<file path="src/design/tes_pkg.sv">
// shared types, widths and constants of the triangle element stiffness pipeline
`default_nettype none
package tes_pkg;

   localparam int COORD_W = 32;
   localparam int DIFF_W  = COORD_W + 1;
   localparam int PROD_W  = 2 * DIFF_W;
   localparam int SUM_W   = PROD_W + 1;
   localparam int FRAC_SH = 15;
   localparam int NUM_W   = SUM_W + FRAC_SH;
   localparam int DEN_W   = PROD_W;
   localparam int QUO_W   = 32;
   localparam int SH_W    = DEN_W + QUO_W - 1;
   localparam int NP      = 6;
   localparam int NL      = NP + 1;
   localparam int MASS_LANE = NP;
   localparam int REQ_W   = 6 * COORD_W;
   localparam int RSP_W   = NL * QUO_W;

   // mass share is (twice the area >> 17) / 3, the divide by three by reciprocal multiply
   localparam int MASS_SH  = 17;
   localparam int MASS_W   = 33;
   localparam int MASS_P_W = 2 * MASS_W;
   localparam int MASS_RSH = MASS_W + 1;
   localparam int MASS_M_W = DEN_W - MASS_SH;
   // ceil(2^34 / 3), exact for any 33-bit dividend
   localparam logic [MASS_W-1:0]   MASS_RECIP = 33'h1_5555_5556;
   // shifted area at which area/3 no longer fits in 31 bits
   localparam logic [MASS_M_W-1:0] MASS_LIMIT = MASS_M_W'(33'h1_8000_0000);

   localparam logic [QUO_W-1:0] SAT_POS = 32'h7FFF_FFFF;
   localparam logic [QUO_W-1:0] SAT_NEG = 32'h8000_0000;

   // row and column of each distinct matrix entry, k11 k12 k13 k22 k23 k33
   localparam logic [1:0] PAIR_I [NP] = '{2'd0, 2'd0, 2'd0, 2'd1, 2'd1, 2'd2};
   localparam logic [1:0] PAIR_J [NP] = '{2'd0, 2'd1, 2'd2, 2'd1, 2'd2, 2'd2};

   typedef enum logic [1:0] {
      STATUS_OK        = 2'd0,
      STATUS_NEG_AREA  = 2'd1,
      STATUS_ZERO_AREA = 2'd2
   } status_type;

   // input word, ax in the lowest bits
   typedef struct packed {
      logic signed [COORD_W-1:0] cy;
      logic signed [COORD_W-1:0] cx;
      logic signed [COORD_W-1:0] by;
      logic signed [COORD_W-1:0] bx;
      logic signed [COORD_W-1:0] ay;
      logic signed [COORD_W-1:0] ax;
   } tri_type;

   // word moving through the divider stages
   typedef struct packed {
      logic [DEN_W-1:0]           den;
      logic [NP-1:0][NUM_W-1:0]   rem;
      logic [NP-1:0][QUO_W-1:0]   quo;
      logic [NP-1:0]              neg;
      status_type                 status;
   } div_word_type;

   typedef struct packed {
      logic [NL-1:0][QUO_W-1:0] val;
      status_type               status;
   } result_type;

endpackage
`default_nettype wire

</file>
<file path="src/design/tes_div_stage.sv">
// one restoring division step: one quotient bit for every lane
`default_nettype none
module tes_div_stage
   import tes_pkg::*;
#(
   parameter int BIT = 0
) (
   input  wire logic         clock,
   input  wire logic         reset,
   input  wire logic         in_valid,
   output logic              in_ready,
   input  wire div_word_type in_word,
   output logic              out_valid,
   input  wire logic         out_ready,
   output div_word_type      out_word
);

   logic              valid_ff;
   div_word_type      word_in, word_ff;
   logic [SH_W-1:0]   rem_w   [NP];
   logic [SH_W-1:0]   shifted;
   logic [NP-1:0]     ge;

   assign in_ready = !valid_ff || out_ready;

   always_comb begin
      word_in = in_word;
      shifted = SH_W'(in_word.den) << BIT;
      for (int l = 0; l < NP; l++) begin
         rem_w[l]   = SH_W'(in_word.rem[l]);
         ge[l]      = rem_w[l] >= shifted;
         word_in.rem[l] = ge[l] ? NUM_W'(rem_w[l] - shifted) : in_word.rem[l];
         word_in.quo[l] = in_word.quo[l] | (QUO_W'(ge[l]) << BIT);
      end
   end

   always_ff @(posedge clock) begin
      if (reset) begin
         valid_ff <= 1'b0;
      end else if (in_ready) begin
         valid_ff <= in_valid;
      end
   end

   always_ff @(posedge clock) begin
      if (in_ready) word_ff <= word_in;
   end

   assign out_valid = valid_ff;
   assign out_word  = word_ff;

endmodule
`default_nettype wire

</file>
<file path="config.mk">
export PLATFORM = sky130hd
export DESIGN_NAME = tes_div_stage
export DESIGN_NICKNAME = d
export VERILOG_FILES = /design/src/design/tes_pkg.sv /design/src/design/tes_div_stage.sv
export SDC_FILE = /design/constraint.sdc
export NUM_CORES = 2
export LEC_CHECK = 0
export BUFFER_PORTS_ARGS = -buffer_cell sky130_fd_sc_hd__buf_2
export CAP_MARGIN = 20
export CORE_AREA = 2 2 590 592
export DETAILED_ROUTE_END_ITERATION = 8
export DIE_AREA = 0 0 592 594
export GPL_TIMING_DRIVEN = 0
export PLACE_DENSITY = 0.32
export SYNTH_ARGS = -nofsm -noshare
export SYNTH_HDL_FRONTEND = slang
export SYNTH_SLANG_ARGS = --single-unit
</file>
<file path="constraint.sdc">
create_clock -name clock -period 33.3 [get_ports clock]
set_input_delay 4.995 -clock clock [delete_from_list [all_inputs] [get_ports clock]]
set_output_delay 4.995 -clock clock [all_outputs]
set_load 0.1 [all_outputs]
</file>
==> impl_metrics.toml <==
[timing]
rsz0062_at_grt = "no"
finalSetupViolCount = 0
tightest_slew_ps = 1110
fin_hold_ws_ps = 942
fin_crit_sh_pct = 34.0
setup_ws_ps = 21980
skew_ps = 81.7
hold_viol = 0
slew_violations = 0
fmax_mhz = 88.3
min_period_ps = 11320
relSlewSlack_pct = 25.5

[logic_synthesis]
async_flop_share_pct = 0
synth_edf_count = 758
netlist_instances = 5700
syn_nets = 6864
yosysUniqueCellTypes = 92
yosysSeqAreaShare_pct = 42.5
synth_area_mm2 = 0.0536
yosys_most_used_dff = "edfxtp_1"
avgSynthCellArea_um2 = 9.41
yosysWarnings = 0
synth-seq-cells = 759

[cts]
cts.repair.resized = 0
clk_latency_ps = 910
clockRootBuffer = "clkbuf_16"
cts.clk_slew.worst_paths_ps = 60
hold_buffers = 0
clock-sinks = 759
htreeDepth = 3
cts_post_setup_buffers_inserted = 0
cts_tree = "built"
clockBufferDepth = 4
cts_made_buffers = 111

[setup_path]
critical_path_class = "input pin to output port"
cpPeakStageDelay_ps = 490
end_kind = "output port"
worstPathCellList = "buf_2, nand2b_4, buf_16, buf_2"
worst_r2r_path_depth = 5
crit_top_cell = "buf_2"
cp.required_ps = 28300
cp_slowest_cell = "buf_2"
worst-path-stages = 4
worstSetupStartpointType = "input pin"
path_buf_inv = 3
critical_path_peak_fanout = 50
critPathTopFamily = "buffers and inverters"
critPathArrivalTime_ps = 6330

[power]
pwr_density_cell_mw_per_mm2 = 63.8
ir_worst_vdd_uv = 40.6
p_leak_nw = 29.5
power_mw = 4.61

[drt]
initialDrtViolationCount = 4258
drc = 0
routedWlPerCell_um = 32.4
vias_per_cell = 4.51
routed_wl_mm = 393
final_antenna_net_count = 0
num_vias = 54800
first_pass_iters = 5

[cells_and_area]
synthToLayoutAreaGrowth_pct = 34.9
final_nets = 8557
drive_above_1_share_pct = 26.0
fin_util_pct = 21.0

[grt]
grt_pass1_vias = 54700
antenna_found_initial = 245
grt_max_degree = 69
grt_overflow_total = 0
grtUsageTotal_pct = 21.4
grt_pass1_wl_mm = 508

[floorplanning]
die-area_mm2 = 0.352
start_util_pct = 15.5
core_area_mm2 = 0.345
die_w_um = 592
io_pins = 1522
rows = 216
dieHeight_um = 594

[place]
dpl.hpwl_mm = 336
gp_congestion = 0.902
dp_slack_ps = 21840
portBuffers = 1519

[outcome]
status = "complete, no violations"

[min_path]
worst_hold_path.num_cells = 1
hp-class = "register to register"

[job]
cap_violations = 0
==> layer usage <==
metal	global-route usage [%]	share of wire, %	vias to the layer above
li1	-	-	24700
met1	22.9	37	26900
met2	38.2	50	2410
met3	5.97	7.5	664
met4	10.7	5.8	88
met5	0	0.15	-
==> power breakdown <==
group / internal, mW / leakage, nW / total, mW / switching [mW]
registers: 1.23 / 7.84 / 1.29 / 0.0620
clock network: 0.727 / 1.76 / 1.24 / 0.515
logic: 0.377 / 19.9 / 2.08 / 1.70
total: 2.33 / 29.5 / 4.61 / 2.28
==> sequential cells by signal (all words and copies together) (netlist names) <==
signal and flops:
out_word 758, out_valid 1
==> placed cells by master (no fill, tap or decap), types with 44 or more instances in the layout <==
cell,synthesis,layout
buf_2,55,1576
edfxtp_1,758,758
a21oi_1,668,668
nand2_1,592,592
o21ai_0,455,455
nor2_1,454,454
ha_1,396,396
xnor2_1,266,266
a21o_1,211,211
clkbuf_1,191,203
xor2_1,199,199
inv_1,187,161
nand4_1,146,146
clkbuf_16,0,112
o21bai_1,100,100
nor3_1,98,98
nand3_1,92,92
diode_2,0,88
a31oi_1,63,63
nand2b_1,50,49
o21a_1,49,49
mux2_2,49,49
buf_16,0,47
or3_1,46,46
nor4_1,44,44
==> cell usage after synthesis, drive strengths merged, types with 10 or more instances <==
| cell type | n | share of area [%] |
|---|---|---|
| o31ai | 27 | 0.39 |
| xnor2 | 266 | 4.3 |
| ha | 396 | 9.2 |
| nor4 | 46 | 0.56 |
| and4 | 22 | 0.36 |
| nor2b | 36 | 0.42 |
| nand3 | 92 | 0.86 |
| a41oi | 10 | 0.19 |
| nor3 | 100 | 0.95 |
| mux2 | 49 | 1.0 |
| or4 | 17 | 0.24 |
| o41ai | 10 | 0.18 |
| nand2b | 50 | 0.58 |
| nand4b | 10 | 0.16 |
| xor2 | 199 | 3.2 |
| o31a | 16 | 0.26 |
| a2111oi | 13 | 0.25 |
| a211o | 12 | 0.20 |
| o211ai | 28 | 0.39 |
| a21boi | 22 | 0.31 |
| o21bai | 100 | 1.4 |
| o21a | 49 | 0.69 |
| buf | 74 | 0.70 |
| clkbuf | 193 | 1.4 |
| a21oi | 668 | 6.2 |
| a21o | 211 | 3.0 |
| a211oi | 31 | 0.43 |
| or3 | 46 | 0.54 |
| or2 | 26 | 0.30 |
| o21ai | 466 | 4.4 |
| edfxtp | 758 | 42 |
| and3 | 41 | 0.48 |
| a31oi | 63 | 0.73 |
| nand4 | 147 | 1.7 |
| nor2 | 454 | 3.2 |
| and2 | 30 | 0.35 |
| nand2 | 592 | 4.1 |
| a221oi | 13 | 0.21 |
| inv | 187 | 1.3 |
==> layout make-up <==
type                            count  area (um^2)
Tap cell                         4578         5730
Fill cell                       38500       273000
Multi-Input combinational cell   4487        29100
Sequential cell                   759        22800
Buffer                            267         1100
Antenna cell                       88          220
Clock inverter                     72          800
Timing Repair Buffer             1580         9130
Inverter                          187          702
Clock buffer                      124         2850
==> worst paths after layout <==
kind                   from            end  slack [ps]
setup / recovery  out_ready       in_ready       21980
hold reg to reg   out_valid  out_word[598]         940
setup reg to reg  out_valid   out_word[60]       30640
hold / removal    out_valid  out_word[598]         940
==> cells by family after synthesis <==
| logic type | share of synthesized area [%] |
|---|---|
| AOI/OAI and AO/OA | 20.6 |
| and+or+nand+nor | 15.4 |
| DFF | 42.5 |
| xor gates and xnor gates | 7.59 |
| buffers and inverters | 3.36 |
| adders and majority gates | 9.46 |
| muxes | 1.10 |
==> through the flow <==
| stage | cells | setup TNS, ps | instance area [um^2] |
|---|---|---|---|
| after detailed placement | 11900 | 0 | 68500 |
| final | 12100 | 0 | 72400 |
| after CTS | 12100 | 0 | 72200 |
| after global routing | 12100 | 0 | 72300 |
| after global placement | 11800 | -2091510 | 67000 |
| after floorplan | 5700 | 0 | 53600 |
No activity file was read; power rests on OpenSTA's default activity.
