<file path="src/design/tes_pkg.sv">
// shared types, widths and constants of the triangle element stiffness pipeline
`default_nettype none
package tes_pkg;

   localparam int COORD_W = 32;
   localparam int DIFF_W  = COORD_W + 1;
   localparam int PROD_W  = 2 * DIFF_W;
   localparam int SUM_W   = PROD_W + 1;
   localparam int FRAC_SH = 15;
   localparam int NUM_W   = SUM_W + FRAC_SH;
   localparam int DEN_W   = PROD_W;
   localparam int QUO_W   = 32;
   localparam int SH_W    = DEN_W + QUO_W - 1;
   localparam int NP      = 6;
   localparam int NL      = NP + 1;
   localparam int MASS_LANE = NP;
   localparam int REQ_W   = 6 * COORD_W;
   localparam int RSP_W   = NL * QUO_W;

   // mass share is (twice the area >> 17) / 3, the divide by three by reciprocal multiply
   localparam int MASS_SH  = 17;
   localparam int MASS_W   = 33;
   localparam int MASS_P_W = 2 * MASS_W;
   localparam int MASS_RSH = MASS_W + 1;
   localparam int MASS_M_W = DEN_W - MASS_SH;
   // ceil(2^34 / 3), exact for any 33-bit dividend
   localparam logic [MASS_W-1:0]   MASS_RECIP = 33'h1_5555_5556;
   // shifted area at which area/3 no longer fits in 31 bits
   localparam logic [MASS_M_W-1:0] MASS_LIMIT = MASS_M_W'(33'h1_8000_0000);

   localparam logic [QUO_W-1:0] SAT_POS = 32'h7FFF_FFFF;
   localparam logic [QUO_W-1:0] SAT_NEG = 32'h8000_0000;

   // row and column of each distinct matrix entry, k11 k12 k13 k22 k23 k33
   localparam logic [1:0] PAIR_I [NP] = '{2'd0, 2'd0, 2'd0, 2'd1, 2'd1, 2'd2};
   localparam logic [1:0] PAIR_J [NP] = '{2'd0, 2'd1, 2'd2, 2'd1, 2'd2, 2'd2};

   typedef enum logic [1:0] {
      STATUS_OK        = 2'd0,
      STATUS_NEG_AREA  = 2'd1,
      STATUS_ZERO_AREA = 2'd2
   } status_type;

   // input word, ax in the lowest bits
   typedef struct packed {
      logic signed [COORD_W-1:0] cy;
      logic signed [COORD_W-1:0] cx;
      logic signed [COORD_W-1:0] by;
      logic signed [COORD_W-1:0] bx;
      logic signed [COORD_W-1:0] ay;
      logic signed [COORD_W-1:0] ax;
   } tri_type;

   // word moving through the divider stages
   typedef struct packed {
      logic [DEN_W-1:0]           den;
      logic [NP-1:0][NUM_W-1:0]   rem;
      logic [NP-1:0][QUO_W-1:0]   quo;
      logic [NP-1:0]              neg;
      status_type                 status;
   } div_word_type;

   typedef struct packed {
      logic [NL-1:0][QUO_W-1:0] val;
      status_type               status;
   } result_type;

endpackage
`default_nettype wire

</file>
<file path="src/design/tes_out.sv">
// output register: sign, saturation and status masking of the quotients, mass share
`default_nettype none
module tes_out
   import tes_pkg::*;
(
   input  wire logic         clock,
   input  wire logic         reset,
   input  wire logic         in_valid,
   output logic              in_ready,
   input  wire div_word_type in_word,
   output logic              out_valid,
   input  wire logic         out_ready,
   output result_type        out_result
);

   logic                valid_ff;
   result_type          result_in, result_ff;
   logic [MASS_M_W-1:0] mass_m;
   logic [MASS_P_W-1:0] mass_p;

   assign in_ready = !valid_ff || out_ready;

   always_comb begin
      result_in.status = in_word.status;
      for (int l = 0; l < NP; l++) begin
         if (in_word.status != STATUS_OK) begin
            result_in.val[l] = '0;
         end else if (in_word.quo[l][QUO_W-1]) begin
            result_in.val[l] = in_word.neg[l] ? SAT_NEG : SAT_POS;
         end else if (in_word.neg[l]) begin
            result_in.val[l] = QUO_W'(0) - in_word.quo[l];
         end else begin
            result_in.val[l] = in_word.quo[l];
         end
      end
      // area/3 in Q16.16 is floor(floor(2A / 2^17) / 3)
      mass_m = in_word.den[DEN_W-1:MASS_SH];
      mass_p = MASS_P_W'(MASS_W'(mass_m)) * MASS_P_W'(MASS_RECIP);
      if (in_word.status != STATUS_OK) begin
         result_in.val[MASS_LANE] = '0;
      end else if (mass_m >= MASS_LIMIT) begin
         result_in.val[MASS_LANE] = SAT_POS;
      end else begin
         result_in.val[MASS_LANE] = mass_p[MASS_P_W-1:MASS_RSH];
      end
   end

   always_ff @(posedge clock) begin
      if (reset) begin
         valid_ff <= 1'b0;
      end else if (in_ready) begin
         valid_ff <= in_valid;
      end
   end

   always_ff @(posedge clock) begin
      if (in_ready) result_ff <= result_in;
   end

   assign out_valid  = valid_ff;
   assign out_result = result_ff;

endmodule
`default_nettype wire

</file>
<file path="config.mk">
export PLATFORM = sky130hd
export DESIGN_NAME = tes_out
export DESIGN_NICKNAME = d
export VERILOG_FILES = /design/src/design/tes_pkg.sv /design/src/design/tes_out.sv
export SDC_FILE = /design/constraint.sdc
export NUM_CORES = 2
export LEC_CHECK = 0
export BUFFER_PORTS_ARGS = -buffer_cell sky130_fd_sc_hd__buf_2
export CORE_AREA = 8 8 377 379
export CTS_CLUSTER_SIZE = 10
export DETAILED_ROUTE_END_ITERATION = 10
export DIE_AREA = 0 0 385 387
export PLACE_DENSITY = 0.43
export SYNTH_ARGS = -nofsm -noshare
export SYNTH_HDL_FRONTEND = slang
export SYNTH_SLANG_ARGS = --single-unit
</file>
<file path="constraint.sdc">
create_clock -name clock -period 7.25 [get_ports clock]
set_input_delay 0.3625 -clock clock [delete_from_list [all_inputs] [get_ports clock]]
set_output_delay 0.3625 -clock clock [all_outputs]
set_load 0.005 [all_outputs]
</file>
==> metrics.cfg <==
[status]
status=completed

[drt]
drcViolationCount=0
drt-initial-drc-count=1687
wire_per_inst_um=27.2
vias=25700
routed_wl_um=156000
firstDrtPassIters=5
antenna_left=0
vias_per_cell=4.50

[die]
io_pins=990
die_y_um=387
placementRows=136
die_area_um2=149000
die_w_um=385
core_um2=136000
start_util=0.220

[logic_synthesis]
synth.distinct_cells=68
yosysWarningCount=0
synth_nets=4615
synth_ff_type=edfxtp_1
synth_edf_count=226
syn_inst=3113
syn_area_per_cell_um2=9.62
yosysSeqAreaShare=0.227
synth-seq-cells=227
synthArstFlopShare=0
synthesis.area_um2=29900

[worst_setup_path]
start_kind=primary input
crit_type=primary input to flip-flop
cp_top_family=adder cells
worstPathArrival_ns=7.40
crit_path_end_kind=flip-flop
critPathRequiredTime_ns=7.59
r2r-end=out_valid$_SDFFE_PP0P_
cp_common_cell=fa_1
critPathMaxStageDelay_ns=0.59
crit_slowest_cell=fa_1
rr_startpoint=out_valid$_SDFFE_PP0P_
crit_buf_inv=6
r2r_slack_ns=4.72
r2r_cells=4
crit_fanout=5

[global_routing]
grt_pass1_wl_um=215000
grt_max_degree=124
overflow=0
grt_usage=0.205
antenna_found_initial=59
grt_pass1_vias=26900

[place]
pre_cts_ws_ns=-0.922
port_buffers=480
placed_area_um2=36900
globalplace.congestion=0.939
dp_hpwl_um=137000

[min_path]
hold_depth=1
hold_end=out_result[1]$_DFFE_PP_
min_from=in_word[1]
worstHoldPathType=primary input to flip-flop

[layout]
stdcell_area_um2=38100
nNetsFinal=5390
final_cell_mix=inv_1, buf_2, nor2_1
layout_commonest_cell=inv_1
final_util=0.280
fill_cells=14800
drive_above_1_share=0.240
area_growth_pct=27.3

[job]
maxCapViolCount=0

[timing]
fin_worst_skew_ns=0.0235
tightest_slew_ns=1.11
grt_setup_unrepaired=no
final_hold_viol_count=0
setup_tns_ns=0
period_needed_ns=7.06
slew_viol_final=0
maxSlewHeadroom=0.261
max_freq_ghz=0.142
setup_violations=0
setup_slack_ns=0.190
period_share=0.974

[clock_tree]
cts_buffer_depth=3
h-tree-depth=1
clk_pin_slew_ns=0.06
tritoncts=done
cts_buffers=31
clk_latency_ns=0.62
clkSinkCount=227
cts-root-buf=clkbuf_16

[state kept, by name, indices dropped and copies added, names as in the netlist]
name        flops
out_result    226
out_valid       1
[metrics by stage]
step	instances	hold WS (ns)
after global placement	5646	0.539
after detailed placement	5646	0.538
after floorplan	3113	0.432
after CTS	5696	0.0304
final	5710	0.0780
after global routing	5704	0.0467
[timing repair]
| item | in CTS | in global routing |
|---|---|---|
| resized for setup | 6 | 51 |
| endpoints found under the hold margin | 1 | 0 |
| pin swaps | 0 | 15 |
| hold buffers | 2 | 0 |
| buffers inserted | 0 | 1 |
| setup endpoints to repair | 11 | 25 |
[synthesized netlist by cell type (5+ instances only)]
| cell | instances | share of area |
|---|---|---|
| a211oi_1 | 12 | 0.0030 |
| a21o_1 | 22 | 0.0055 |
| a21oi_1 | 159 | 0.027 |
| a31oi_1 | 15 | 0.0031 |
| and2_1 | 19 | 0.0040 |
| and3_1 | 14 | 0.0029 |
| and3b_1 | 5 | 0.0015 |
| buf_1 | 7 | 0.00088 |
| clkbuf_1 | 85 | 0.011 |
| edfxtp_1 | 226 | 0.23 |
| fa_1 | 371 | 0.25 |
| ha_1 | 369 | 0.15 |
| inv_1 | 560 | 0.070 |
| mux2i_1 | 10 | 0.0033 |
| nand2_1 | 127 | 0.016 |
| nand2b_1 | 33 | 0.0069 |
| nand3_1 | 24 | 0.0040 |
| nand3b_1 | 6 | 0.0015 |
| nand4_1 | 21 | 0.0044 |
| nor2_1 | 419 | 0.053 |
| nor2b_1 | 17 | 0.0036 |
| nor3_1 | 38 | 0.0064 |
| nor3b_1 | 49 | 0.012 |
| nor4_1 | 17 | 0.0036 |
| o211ai_1 | 5 | 0.0013 |
| o21a_1 | 11 | 0.0028 |
| o21ai_0 | 88 | 0.015 |
| o21bai_1 | 12 | 0.0030 |
| o22a_1 | 61 | 0.018 |
| o311a_1 | 10 | 0.0033 |
| o31ai_1 | 16 | 0.0040 |
| o41ai_1 | 17 | 0.0050 |
| or2_2 | 12 | 0.0025 |
| or3_1 | 20 | 0.0042 |
| or4_1 | 20 | 0.0050 |
| xnor2_1 | 104 | 0.030 |
| xor2_1 | 67 | 0.020 |
[layout make-up]
cell class / instances / area (µm²) / share of cell area
multi-input combinational: 2234 / 21000 / 0.550
sequential: 227 / 6810 / 0.179
timing repair buffer: 834 / 5120 / 0.134
tap: 1794 / 2240 / 0.0589
inverter: 560 / 2100 / 0.0551
clock buffer: 37 / 798 / 0.0209
clock inverter: 11 / 70.1 / 0.00184
antenna: 13 / 32.5 / 0.000853
[worst max path at each step]
| stage | slack, ns | startpoint | cells past startpoint | to |
|---|---|---|---|---|
| after global routing | 0.009 | in_word[715] | 30 | out_result[222]$_SDFFCE_PP0P_ |
| final | 0.19 | in_word[721] | 27 | out_result[219]$_SDFFCE_PP0P_ |
| after floorplan | 0.03 | in_word[713] | 27 | out_result[225]$_SDFFCE_PP0P_ |
| after detailed placement | -0.92 | in_word[715] | 30 | out_result[222]$_SDFFCE_PP0P_ |
| after CTS | 0.007 | in_word[713] | 31 | out_result[221]$_SDFFCE_PP0P_ |
| after global placement | -0.96 | in_word[713] | 31 | out_result[222]$_SDFFCE_PP0P_ |
[per-layer routing]
| layer | track usage | part of all wire | vias up |
|---|---|---|---|
| met5 | 0 | 0.00096 | - |
| met4 | 0.0761 | 0.048 | 26 |
| met3 | 0.0532 | 0.068 | 211 |
| met2 | 0.358 | 0.49 | 796 |
| met1 | 0.240 | 0.39 | 12800 |
| li1 | - | - | 11900 |
[logic make-up after synthesis]
| group | synth area share |
|---|---|
| simple gates | 0.135 |
| fa+ha+maj | 0.402 |
| buf+inv | 0.0817 |
| compound gates | 0.0999 |
| flops | 0.227 |
| xor+xnor | 0.0500 |
| mux | 0.00334 |
Power is not shown: default switching activity piles up to over one toggle a cycle in this logic, so the estimate is an artifact.
